[config.mk]
export PLATFORM = sky130hd
export DESIGN_NAME = infix_expression_evaluator_flat
export DESIGN_NICKNAME = d
export VERILOG_FILES = /design/src/iee_pkg.sv /design/src/iee_if.sv /design/src/iee_alu.sv /design/src/infix_expression_evaluator.sv /design/src/flat_wrapper.sv
export SDC_FILE = /design/constraint.sdc
export NUM_CORES = 2
export LEC_CHECK = 0
export BUFFER_PORTS_ARGS = -buffer_cell sky130_fd_sc_hd__buf_2
export CAP_MARGIN = 20
export CORE_ASPECT_RATIO = 2
export CORE_MARGIN = 8
export CORE_UTILIZATION = 60
export DETAILED_ROUTE_END_ITERATION = 8
export PLACE_DENSITY_LB_ADDON = 0.12
export RECOVER_POWER = 100
export SYNTH_ARGS = -nofsm -noshare
export SYNTH_HDL_FRONTEND = slang
export SYNTH_SLANG_ARGS = --single-unit
[constraint.sdc]
create_clock -name clk -period 15.3 [get_ports clk]
set_input_delay 0 -clock clk [delete_from_list [all_inputs] [get_ports clk]]
set_output_delay 0 -clock clk [all_outputs]
set_load 0.005 [all_outputs]
[src/iee_pkg.sv]
// Package: shared constants, types and codes for the infix expression evaluator.
package iee_pkg;
  localparam int StackDepth = 32;
  localparam int CountW = $clog2(StackDepth + 1);
  localparam int IndexW = (StackDepth > 1) ? $clog2(StackDepth) : 1;

  localparam logic [1:0] CMD_NUMBER = 2'd0;
  localparam logic [1:0] CMD_LPAREN = 2'd1;
  localparam logic [1:0] CMD_RPAREN = 2'd2;
  localparam logic [1:0] CMD_OPER   = 2'd3;

  localparam logic [3:0] OP_ADD = 4'd0;
  localparam logic [3:0] OP_SUB = 4'd1;
  localparam logic [3:0] OP_MUL = 4'd2;
  localparam logic [3:0] OP_DIV = 4'd3;
  localparam logic [3:0] OP_MOD = 4'd4;
  localparam logic [3:0] OP_LT  = 4'd5;
  localparam logic [3:0] OP_GT  = 4'd6;
  localparam logic [3:0] OP_GE  = 4'd7;
  localparam logic [3:0] OP_LE  = 4'd8;
  localparam logic [3:0] OP_NE  = 4'd9;
  localparam logic [3:0] OP_EQ  = 4'd10;
  localparam logic [3:0] OP_AND = 4'd11;
  localparam logic [3:0] OP_OR  = 4'd12;
  localparam logic [3:0] OP_NOT = 4'd13;
  localparam logic [3:0] OP_LAST_VALID = 4'd13;
  localparam logic [3:0] LPAREN_MARK = 4'd15;

  localparam logic [2:0] ERR_NONE    = 3'd0;
  localparam logic [2:0] ERR_DIVZERO = 3'd1;
  localparam logic [2:0] ERR_OPERAND = 3'd2;
  localparam logic [2:0] ERR_OVERFLW = 3'd3;
  localparam logic [2:0] ERR_PAREN   = 3'd4;

  typedef struct packed {
    logic [3:0]  op;
    logic [31:0] a;
    logic [31:0] b;
  } alu_req_t;

  typedef struct packed {
    logic [31:0] value;
    logic        div_zero;
  } alu_rsp_t;

  function automatic logic [2:0] prec_of(input logic [3:0] op);
    logic [2:0] p;
    p = 3'd0;
    if (op >= OP_MUL && op <= OP_MOD) p = 3'd5;
    else if (op <= OP_SUB) p = 3'd4;
    else if (op >= OP_LT && op <= OP_EQ) p = 3'd3;
    else if (op == OP_AND) p = 3'd2;
    else if (op == OP_OR) p = 3'd1;
    return p;
  endfunction
endpackage

[src/iee_if.sv]
// Interfaces: token and result channels with valid/ready handshake.
interface iee_token_if (input logic clk);
  logic        valid;
  logic        ready;
  logic [1:0]  command;
  logic [3:0]  op_code;
  logic signed [31:0] operand_value;
  logic        last_token;
  modport source (output valid, command, op_code, operand_value, last_token, input ready);
  modport sink (input valid, command, op_code, operand_value, last_token, output ready);
endinterface

interface iee_result_if (input logic clk);
  logic        valid;
  logic        ready;
  logic signed [31:0] answer;
  logic [2:0]  error_code;
  modport source (output valid, answer, error_code, input ready);
  modport sink (input valid, answer, error_code, output ready);
endinterface

[src/iee_alu.sv]
// Shared arithmetic unit: add, multiply, compare combinationally into a registered result, divide bit-serially.
module iee_alu (
  input  logic              clk,
  input  logic              rst,
  input  logic              start,
  input  iee_pkg::alu_req_t req,
  output logic              done,
  output iee_pkg::alu_rsp_t rsp
);
  typedef enum logic [1:0] {S_IDLE, S_DIV, S_FIX} state_t;
  state_t      state;
  logic [31:0] rem;
  logic [31:0] quo;
  logic [31:0] dvs;
  logic [5:0]  cnt;
  logic        neg_q;
  logic        neg_r;
  logic        is_mod;
  logic [32:0] trial;
  logic [31:0] rem_shift;
  logic [31:0] comb_val;
  logic signed [31:0] sa;
  logic signed [31:0] sb;

  assign sa = req.a;
  assign sb = req.b;
  assign rem_shift = {rem[30:0], quo[31]};
  assign trial = {1'b0, rem_shift} - {1'b0, dvs};

  always_comb begin
    comb_val = '0;
    unique case (req.op)
      iee_pkg::OP_ADD: comb_val = req.a + req.b;
      iee_pkg::OP_SUB: comb_val = req.a - req.b;
      iee_pkg::OP_MUL: comb_val = req.a * req.b;
      iee_pkg::OP_LT:  comb_val = {31'd0, sa < sb};
      iee_pkg::OP_GT:  comb_val = {31'd0, sa > sb};
      iee_pkg::OP_GE:  comb_val = {31'd0, sa >= sb};
      iee_pkg::OP_LE:  comb_val = {31'd0, sa <= sb};
      iee_pkg::OP_EQ:  comb_val = {31'd0, sa == sb};
      iee_pkg::OP_AND: comb_val = {31'd0, (req.a != 0) && (req.b != 0)};
      iee_pkg::OP_OR:  comb_val = {31'd0, (req.a != 0) || (req.b != 0)};
      default:         comb_val = {31'd0, sa != sb};
    endcase
  end

  always_ff @(posedge clk) begin
    if (rst) begin
      state <= S_IDLE;
      done <= 1'b0;
    end else begin
      unique case (state)
        S_IDLE: begin
          if (start) begin
            if (req.op == iee_pkg::OP_DIV || req.op == iee_pkg::OP_MOD) begin
              if (req.b == 0) begin
                rsp.div_zero <= 1'b1;
                rsp.value <= '0;
                done <= 1'b1;
              end else begin
                // operate on magnitudes, restore signs at the end
                quo <= req.a[31] ? -req.a : req.a;
                dvs <= req.b[31] ? -req.b : req.b;
                rem <= '0;
                cnt <= 6'd32;
                neg_q <= req.a[31] ^ req.b[31];
                neg_r <= req.a[31];
                is_mod <= (req.op == iee_pkg::OP_MOD);
                done <= 1'b0;
                state <= S_DIV;
              end
            end else begin
              rsp.div_zero <= 1'b0;
              rsp.value <= comb_val;
              done <= 1'b1;
            end
          end else begin
            done <= 1'b0;
          end
        end
        S_DIV: begin
          done <= 1'b0;
          if (!trial[32]) begin
            rem <= trial[31:0];
            quo <= {quo[30:0], 1'b1};
          end else begin
            rem <= rem_shift;
            quo <= {quo[30:0], 1'b0};
          end
          cnt <= cnt - 6'd1;
          if (cnt == 6'd1) state <= S_FIX;
        end
        default: begin
          rsp.div_zero <= 1'b0;
          if (is_mod) rsp.value <= neg_r ? -rem : rem;
          else rsp.value <= neg_q ? -quo : quo;
          done <= 1'b1;
          state <= S_IDLE;
        end
      endcase
    end
  end
endmodule

[src/infix_expression_evaluator.sv]
// Top level: token sequencer, operator and operand stacks, result register.
// Tokens arrive one at a time; ready is high only while the sequencer is idle.
// An operand or left paren is accepted, then dispatched. An operator is
// pushed at once when the operator stack is empty, else the top operator
// is read and checked first; a right paren reads it when one is pending.
// Each operator popped reads the operator stack, reads both operands and
// runs the ALU; / and % also wait on the 32-step bit-serial divider in the
// shared ALU. The last token then drains the operator stack the same way,
// posts one result holding answer and error_code, and holds there while
// an earlier result still waits. The first error sticks and later tokens
// are dropped until the last token. The result register lets the next
// token be taken while a result waits.
module infix_expression_evaluator (
  input logic clk,
  input logic rst,
  iee_token_if.sink    tok,
  iee_result_if.source res
);
  localparam int CW = iee_pkg::CountW;
  localparam int IW = iee_pkg::IndexW;
  localparam logic [CW-1:0] Depth = CW'(iee_pkg::StackDepth);

  typedef enum logic [3:0] {
    S_IDLE, S_DISPATCH, S_OPR_RD, S_OPR_CHK, S_VAL_RD, S_VAL_WAIT, S_ALU, S_ALU_WAIT,
    S_PUSH_OP, S_FINISH, S_EMIT_RD, S_EMIT
  } state_t;

  state_t state;
  logic [3:0]  op_mem [iee_pkg::StackDepth];
  logic [31:0] val_mem [iee_pkg::StackDepth];
  logic [CW-1:0] op_cnt;
  logic [CW-1:0] val_cnt;
  logic [2:0]  err;
  logic [1:0]  cmd;
  logic [3:0]  opc;
  logic [31:0] val;
  logic        last;
  logic [3:0]  top_op;
  logic [31:0] rd_a;
  logic [31:0] rd_b;
  logic        val_rd_hi;
  logic [IW-1:0] op_rd_idx;
  logic [IW-1:0] val_rd_idx;
  logic        alu_start;
  logic        alu_done;
  iee_pkg::alu_req_t alu_req;
  iee_pkg::alu_rsp_t alu_rsp;
  logic [2:0]  err_next;

  assign tok.ready = (state == S_IDLE);
  assign alu_req.op = top_op;
  assign alu_req.a = rd_a;
  assign alu_req.b = rd_b;
  assign alu_start = (state == S_ALU);

  iee_alu u_alu (
    .clk(clk), .rst(rst), .start(alu_start), .req(alu_req), .done(alu_done), .rsp(alu_rsp)
  );

  // stack memories: one read port each, registered data; hold top_op
  // through the whole reduction
  always_ff @(posedge clk) begin
    if (state == S_OPR_RD) top_op <= op_mem[op_rd_idx];
    if (val_rd_hi) rd_b <= val_mem[val_rd_idx];
    else rd_a <= val_mem[val_rd_idx];
  end

  always_comb begin
    op_rd_idx = IW'(op_cnt - CW'(1));
    val_rd_hi = (state == S_OPR_CHK) || (state == S_EMIT_RD);
    val_rd_idx = val_rd_hi ? IW'(val_cnt - CW'(1)) : IW'(val_cnt - CW'(2));
    err_next = err;
  end

  always_ff @(posedge clk) begin
    if (rst) begin
      state <= S_IDLE;
      op_cnt <= '0;
      val_cnt <= '0;
      err <= iee_pkg::ERR_NONE;
      res.valid <= 1'b0;
    end else begin
      if (res.valid && res.ready && state != S_EMIT) res.valid <= 1'b0;
      unique case (state)
        S_IDLE: begin
          if (tok.valid && tok.ready) begin
            cmd <= tok.command;
            opc <= tok.op_code;
            val <= tok.operand_value;
            last <= tok.last_token;
            state <= S_DISPATCH;
          end
        end
        S_DISPATCH: begin
          if (err != iee_pkg::ERR_NONE) begin
            state <= last ? S_FINISH : S_IDLE;
          end else begin
            unique case (cmd)
              iee_pkg::CMD_NUMBER: begin
                if (val_cnt >= Depth) err <= iee_pkg::ERR_OVERFLW;
                else begin
                  val_mem[IW'(val_cnt)] <= val;
                  val_cnt <= val_cnt + CW'(1);
                end
                state <= last ? S_FINISH : S_IDLE;
              end
              iee_pkg::CMD_LPAREN: begin
                if (op_cnt >= Depth) err <= iee_pkg::ERR_OVERFLW;
                else begin
                  op_mem[IW'(op_cnt)] <= iee_pkg::LPAREN_MARK;
                  op_cnt <= op_cnt + CW'(1);
                end
                state <= last ? S_FINISH : S_IDLE;
              end
              iee_pkg::CMD_RPAREN: begin
                if (op_cnt == 0) begin
                  err <= iee_pkg::ERR_PAREN;
                  state <= last ? S_FINISH : S_IDLE;
                end else state <= S_OPR_RD;
              end
              default: begin
                if (opc > iee_pkg::OP_LAST_VALID) state <= last ? S_FINISH : S_IDLE;
                else if (op_cnt == 0) state <= S_PUSH_OP;
                else state <= S_OPR_RD;
              end
            endcase
          end
        end
        S_OPR_RD: state <= S_OPR_CHK;  // top_op read in flight
        S_OPR_CHK: begin
          // top_op valid; rd_b read issued this cycle
          if (cmd == iee_pkg::CMD_RPAREN) begin
            op_cnt <= op_cnt - CW'(1);
            if (top_op == iee_pkg::LPAREN_MARK) state <= last ? S_FINISH : S_IDLE;
            else state <= S_VAL_RD;
          end else if (cmd == iee_pkg::CMD_OPER) begin
            if (top_op == iee_pkg::LPAREN_MARK ||
                iee_pkg::prec_of(top_op) < iee_pkg::prec_of(opc)) begin
              state <= S_PUSH_OP;
            end else begin
              op_cnt <= op_cnt - CW'(1);
              state <= S_VAL_RD;
            end
          end else begin
            // end-of-expression drain
            op_cnt <= op_cnt - CW'(1);
            if (top_op == iee_pkg::LPAREN_MARK) begin
              err <= iee_pkg::ERR_PAREN;
              state <= S_EMIT;
            end else state <= S_VAL_RD;
          end
        end
        S_VAL_RD: begin
          // rd_a read issued; need two operands
          if (val_cnt < CW'(2)) begin
            err <= iee_pkg::ERR_OPERAND;
            state <= (cmd == iee_pkg::CMD_NUMBER) ? S_EMIT : (last ? S_FINISH : S_IDLE);
          end else state <= S_VAL_WAIT;
        end
        S_VAL_WAIT: state <= S_ALU;
        S_ALU: state <= S_ALU_WAIT;
        S_ALU_WAIT: begin
          if (alu_done) begin
            if (alu_rsp.div_zero) begin
              err <= iee_pkg::ERR_DIVZERO;
              state <= (cmd == iee_pkg::CMD_NUMBER) ? S_EMIT : (last ? S_FINISH : S_IDLE);
            end else begin
              val_mem[IW'(val_cnt - CW'(2))] <= alu_rsp.value;
              val_cnt <= val_cnt - CW'(1);
              if (cmd == iee_pkg::CMD_OPER) begin
                state <= (op_cnt == 0) ? S_PUSH_OP : S_OPR_RD;
              end else if (op_cnt == 0) begin
                if (cmd == iee_pkg::CMD_RPAREN) begin
                  err <= iee_pkg::ERR_PAREN;
                  state <= last ? S_FINISH : S_IDLE;
                end else state <= S_FINISH;
              end else state <= S_OPR_RD;
            end
          end
        end
        S_PUSH_OP: begin
          if (op_cnt >= Depth) err <= iee_pkg::ERR_OVERFLW;
          else begin
            op_mem[IW'(op_cnt)] <= opc;
            op_cnt <= op_cnt + CW'(1);
          end
          state <= last ? S_FINISH : S_IDLE;
        end
        S_FINISH: begin
          // drain pending operators; cmd NUMBER marks the drain pass
          cmd <= iee_pkg::CMD_NUMBER;
          if (err == iee_pkg::ERR_NONE && op_cnt != 0) state <= S_OPR_RD;
          else begin
            if (err == iee_pkg::ERR_NONE && val_cnt == 0) err <= iee_pkg::ERR_OPERAND;
            state <= S_EMIT_RD;
          end
        end
        S_EMIT_RD: state <= S_EMIT;  // rd_b holds top operand next cycle
        default: begin
          if (!res.valid || res.ready) begin
            res.valid <= 1'b1;
            res.error_code <= err_next;
            res.answer <= (err_next == iee_pkg::ERR_NONE) ? rd_b : '0;
            err <= iee_pkg::ERR_NONE;
            op_cnt <= '0;
            val_cnt <= '0;
            state <= S_IDLE;
          end
        end
      endcase
    end
  end
endmodule

[src/flat_wrapper.sv]
// flat-port wrapper written by rule: the top's interface ports become plain ports
module infix_expression_evaluator_flat 
  (clk, rst, tok_valid, tok_command, tok_op_code, tok_operand_value, tok_last_token, tok_ready, res_valid, res_answer, res_error_code, res_ready);
  iee_token_if tok_i (.clk(clk));
  iee_result_if res_i (.clk(clk));
  input logic clk;
  input logic rst;
  input wire logic [$bits(tok_i.valid)-1:0] tok_valid;
  input wire logic [$bits(tok_i.command)-1:0] tok_command;
  input wire logic [$bits(tok_i.op_code)-1:0] tok_op_code;
  input wire logic [$bits(tok_i.operand_value)-1:0] tok_operand_value;
  input wire logic [$bits(tok_i.last_token)-1:0] tok_last_token;
  output wire logic [$bits(tok_i.ready)-1:0] tok_ready;
  output wire logic [$bits(res_i.valid)-1:0] res_valid;
  output wire logic [$bits(res_i.answer)-1:0] res_answer;
  output wire logic [$bits(res_i.error_code)-1:0] res_error_code;
  input wire logic [$bits(res_i.ready)-1:0] res_ready;
  assign tok_i.valid = tok_valid;
  assign tok_i.command = tok_command;
  assign tok_i.op_code = tok_op_code;
  assign tok_i.operand_value = tok_operand_value;
  assign tok_i.last_token = tok_last_token;
  assign tok_ready = tok_i.ready;
  assign res_valid = res_i.valid;
  assign res_answer = res_i.answer;
  assign res_error_code = res_i.error_code;
  assign res_i.ready = res_ready;
  infix_expression_evaluator u_core (.clk(clk), .rst(rst), .tok(tok_i), .res(res_i));
endmodule
==> impl_table.tex <==
\begin{tabular}{lr}
\hline
Metric & Value \\
\hline
\multicolumn{2}{l}{\textbf{Timing}} \\
\quad Summed negative setup slack over all endpoints & 0 ps \\
\quad Setup clock skew after layout & 52.7 ps \\
\quad Number of max-slew violations in the final report & 2,006 \\
\quad Shortest period the worst path allows & 11,300 ps \\
\quad Top achievable clock speed & 88.5 MHz \\
\quad Setup repair after global routing missed its margin & false \\
\quad Number of hold violations in the final report & 0 \\
\quad Measured slew at the worst slew-check pin & 4190 ps \\
\quad Max-slew headroom & -179\% \\
\quad Final setup violation count & 0 \\
\quad Part of the cycle the worst path needs & 73.8\% \\
\multicolumn{2}{l}{\textbf{Global routing}} \\
\quad Tot GR Track Use & 34.9\% \\
\quad Global-route wire length before repair & 365 mm \\
\quad Maximum number of pins on one net before global-route repair & 105 \\
\quad Number of antenna violations at the first check in global routing & 7 \\
\quad Via count of the first global-routing pass & 53,700 \\
\quad Remaining global-route overflow & 0 \\
\multicolumn{2}{l}{\textbf{Clock tree}} \\
\quad Post-CTS Resized & 0 \\
\quad Clk sink count & 1,455 \\
\quad Clock latency on the worst-skew pair & 750 ps \\
\quad Clock root cell & sky130\_fd\_sc\_hd\_\_clkbuf\_16 \\
\quad TritonCTS clock tree & done \\
\quad Deepest clock path buffer count & 3 \\
\quad Number of clock buffers inserted by TritonCTS & 119 \\
\quad Depth of the CTS H-tree & 3 \\
\quad Clock-pin slew on the worst setup and hold paths & 70 ps \\
\multicolumn{2}{l}{\textbf{Layout}} \\
\quad Signed area change from the synthesized netlist to the final layout & 8.82\% \\
\quad Filler Cell Count & 9,708 \\
\quad Most common cell after layout, fill and taps aside & sky130\_fd\_sc\_hd\_\_edfxtp\_1 \\
\quad Commonest cells after routing, fill and taps aside & sky130\_fd\_sc\_hd\_\_edfxtp\_1 (1,432), sky130\_fd\_sc\_hd\_\_nand2\_1 (546), sky130\_fd\_sc\_hd\_\_inv\_1 (503), sky130\_fd\_sc\_hd\_\_fa\_1 (411), sky130\_fd\_sc\_hd\_\_mux4\_2 (360) \\
\quad Post-layout nets & 6,632 \\
\quad Share of layout cells above drive strength 1 & 12.5\% \\
\multicolumn{2}{l}{\textbf{Synthesis}} \\
\quad Adder-cell area share of the yosys netlist & 13.9\% \\
\quad Synth unique cells & 93 \\
\quad Post-synthesis compound-gate area fraction & 6.25\% \\
\quad FF+latch count, synth & 1,455 \\
\quad Post-synthesis cell area & 80,800 um\^{}2 \\
\quad Sequential area share after synthesis & 53.8\% \\
\quad Gate Count Post-Synth & 5,829 \\
\quad Number of warning messages in the yosys log & 0 \\
\quad Main combinational cell family by area after synthesis & adder cells \\
\quad Post-synth EDFFs & 1,432 \\
\quad Post-Synthesis Net Count & 6,524 \\
\quad Syn Area/Cell & 13.9 um\^{}2 \\
\quad Multiplexer area fraction after synthesis & 10.7\% \\
\quad XOR/XNOR Fraction of Synth Area & 2.71\% \\
\quad Proportion of register bits with asynchronous set or reset after synthesis & 0\% \\
\quad Synth Area in Simple Gates & 8.66\% \\
\quad Commonest register cell after synthesis & sky130\_fd\_sc\_hd\_\_edfxtp\_1 \\
\multicolumn{2}{l}{\textbf{Min path}} \\
\quad Worst min-delay path endpoint & u\_core.cmd[0]\$\_SDFFCE\_PP0P\_ \\
\quad Source of the worst hold timing path & tok\_command[0] \\
\quad Hold crit path type & in -> reg \\
\quad Hold Path Depth & 3 \\
\multicolumn{2}{l}{\textbf{Critical path}} \\
\quad Crit path required time & 15,740 ps \\
\quad Endpoint of the most critical register-to-register path & u\_core.rd\_a[9]\$\_DFFE\_PP\_ \\
\quad Cell chain of the critical path & xor2\_1 > nor3b\_1 > clkbuf\_1 > inv\_1 > nand2\_1 > a21boi\_0 > buf\_4 > buf\_4 > buf\_4 > clkbuf\_1 > mux4\_2 > mux4\_2 > mux2\_1 \\
\quad Cell with the largest stage delay on the worst path & sky130\_fd\_sc\_hd\_\_clkbuf\_1 \\
\quad Largest delay contributor family on the critical path & buffers and inverters \\
\quad Dominant cell type by count on the critical path & sky130\_fd\_sc\_hd\_\_buf\_4 \\
\quad Endpoint arrival time on the critical path & 11,740 ps \\
\quad Startpoint of the worst-slack reg-to-reg timing path & u\_core.state[3]\$\_SDFFE\_PP0P\_ \\
\quad Crit. End Element & flop \\
\quad Peak fanout along the critical path & 54 \\
\quad Logic depth of the worst register-to-register path & 13 \\
\quad Setup slack of the most critical reg-to-reg path & 4000 ps \\
\quad Slowest stage delay, CP & 2040 ps \\
\quad Category of the critical setup timing path & reg -> reg \\
\quad Startpoint kind of the worst setup timing path & flop \\
\quad Worst Path Buf+Inv & 6 \\
\multicolumn{2}{l}{\textbf{Die}} \\
\quad Die Span X & 276 um \\
\quad Placement row count & 190 \\
\quad Die height & 535 um \\
\quad Std-Cell Core Area & 134,000 um\^{}2 \\
\quad I/O pin count & 80 \\
\quad Starting Density & 60.4\% \\
\quad Area of the die & 147,000 um\^{}2 \\
\multicolumn{2}{l}{\textbf{Job}} \\
\quad \# Max-Cap Violations & 62 \\
\multicolumn{2}{l}{\textbf{Detailed routing}} \\
\quad Detailed-routed wire length on met3 & 17.7 mm \\
\quad Count of TritonRoute iterations in the first routing pass & 8 \\
\quad Average wire per cell in the routed design & 32.7 um \\
\quad Number of nets with antenna violations after routing & 0 \\
\quad Avg Vias per Cell & 6.61 \\
\quad Highest routed layer & met5 \\
\quad Total wire length after detailed routing & 254 mm \\
\quad Detailed-routed wire length on met2 & 131 mm \\
\quad Met1 routed wirelength after detailed routing & 77.9 mm \\
\quad Number of design rule violations left after detail routing & 0 \\
\quad First DRT Iteration DRCs & 4,895 \\
\quad DR vias & 51,400 \\
\multicolumn{2}{l}{\textbf{Status}} \\
\quad Status & finished, violations left \\
\quad Violated checks & capacitance limit, slew limit \\
\multicolumn{2}{l}{\textbf{Placement}} \\
\quad Gpl congestion & 1.01 \\
\quad Estimated wirelength of the detail-placed design & 172 mm \\
\quad I/O Buffers & 79 \\
\hline
\end{tabular}
==> metal layers <==
metal | track usage, % | vias up
met5 | 0 | -
met4 | 29.7 | 4
met3 | 5.67 | 1073
met2 | 61.2 | 2665
met1 | 35.9 | 26300
li1 | - | 21400
==> state kept, by name, summed over array words and instances, names as in the netlist, 2 cells and up <==
signal	flops
u_core.u_alu.rsp	33
u_core.u_alu.dvs	32
u_core.rd_a	32
u_core.res.error_code	3
u_core.state	4
u_core.op_mem	128
u_core.u_alu.rem	32
u_core.val_cnt	6
u_core.op_cnt	6
u_core.res.answer	32
u_core.cmd	2
u_core.rd_b	32
u_core.u_alu.quo	32
u_core.u_alu.state	2
u_core.top_op	4
u_core.opc	4
u_core.u_alu.cnt	6
u_core.err	3
u_core.val_mem	1024
u_core.val	32
==> layout make-up <==
| type | instances | area [um^2] | share of cell area (%) |
|---|---|---|---|
| Tap cell | 1728 | 2160 | 2.46 |
| Multi-Input combinational cell | 3544 | 34300 | 39.0 |
| Sequential cell | 1455 | 43500 | 49.4 |
| Inverter | 506 | 1900 | 2.16 |
| Clock inverter | 78 | 905 | 1.03 |
| Clock buffer | 144 | 3110 | 3.54 |
| Antenna cell | 7 | 17.5 | 0.0199 |
| Timing Repair Buffer | 311 | 2110 | 2.39 |
==> Yosys cell counts (all sizes together), types with 26 or more instances <==
| cell | n | area, um^2 |
|---|---|---|
| nor2 | 294 | 1100 |
| o31ai | 51 | 428 |
| buf | 62 | 299 |
| inv | 503 | 1890 |
| and2 | 269 | 1680 |
| mux4 | 360 | 8110 |
| edfxtp | 1432 | 43000 |
| nand2b | 27 | 169 |
| or3 | 35 | 229 |
| o21ai | 190 | 951 |
| o22ai | 29 | 181 |
| xor2 | 86 | 753 |
| ha | 241 | 3020 |
| nand2 | 546 | 2050 |
| o21a | 26 | 195 |
| nor4 | 26 | 169 |
| nand3 | 53 | 265 |
| mux2 | 37 | 417 |
| clkbuf | 262 | 983 |
| nor3 | 67 | 335 |
| a21oi | 184 | 921 |
| fa | 411 | 8230 |
| a21o | 42 | 315 |
| xnor2 | 164 | 1440 |
==> how the worst max path moves through the flow <==
stage	start	end	slack, ps	cells past startpoint
after global routing	u_core.state[3]$_SDFFE_PP0P_	u_core.rd_a[16]$_DFFE_PP_	3410	13
after detailed placement	u_core.rd_a[9]$_DFFE_PP_	u_core.u_alu.rsp[30]$_DFFE_PP_	7040	22
after floorplan	u_core.rd_a[15]$_DFFE_PP_	u_core.u_alu.rsp[30]$_DFFE_PP_	8080	22
after CTS	u_core.rd_a[9]$_DFFE_PP_	u_core.u_alu.rsp[30]$_DFFE_PP_	7020	22
after global placement	u_core.rd_a[9]$_DFFE_PP_	u_core.u_alu.rsp[30]$_DFFE_PP_	7190	22
final	u_core.state[3]$_SDFFE_PP0P_	u_core.rd_a[9]$_DFFE_PP_	4000	13
==> worst min-delay path, delay by kind of cell <==
family / cells / cell delay (ps)
and+or+nand+nor: 1 / 110
buffers and inverters: 2 / 610
==> repair_timing <==
action                    in CTS  in global routing
setup buffers                  0                  0
hold endpoints to repair      68                  0
hold buffers                  81                  0
==> cells by family (layout without fill, tap and decap cells) <==
logic type / count (synthesis) / count (layout)
AOI/OAI and AO/OA: 771 / 771
other: 0 / 7
adders and majority gates: 653 / 653
and+or+nand+nor: 1457 / 1457
DFF: 1455 / 1455
muxes: 413 / 413
buffers and inverters: 830 / 1039
xor gates and xnor gates: 250 / 250
==> through the flow <==
step | utilization (%) | setup slack, ps | hold WS, ps | std cells | cell area, um^2
CTS | 66.1 | 7020 | 29.9 | 7761 | 88400
detailed placement | 62.4 | 7040 | 178 | 7458 | 83600
floorplan | - | 8080 | 98.9 | 5829 | 80800
finish | 65.7 | 4000 | 73.8 | 7773 | 87900
global route | 65.7 | 3410 | 112 | 7767 | 87900
global placement | 62.4 | 7190 | 177 | 7455 | 83500
Power is left out: the tool's default activity adds up to more than one toggle a clock period on the data nets, which glitch-free logic cannot reach.
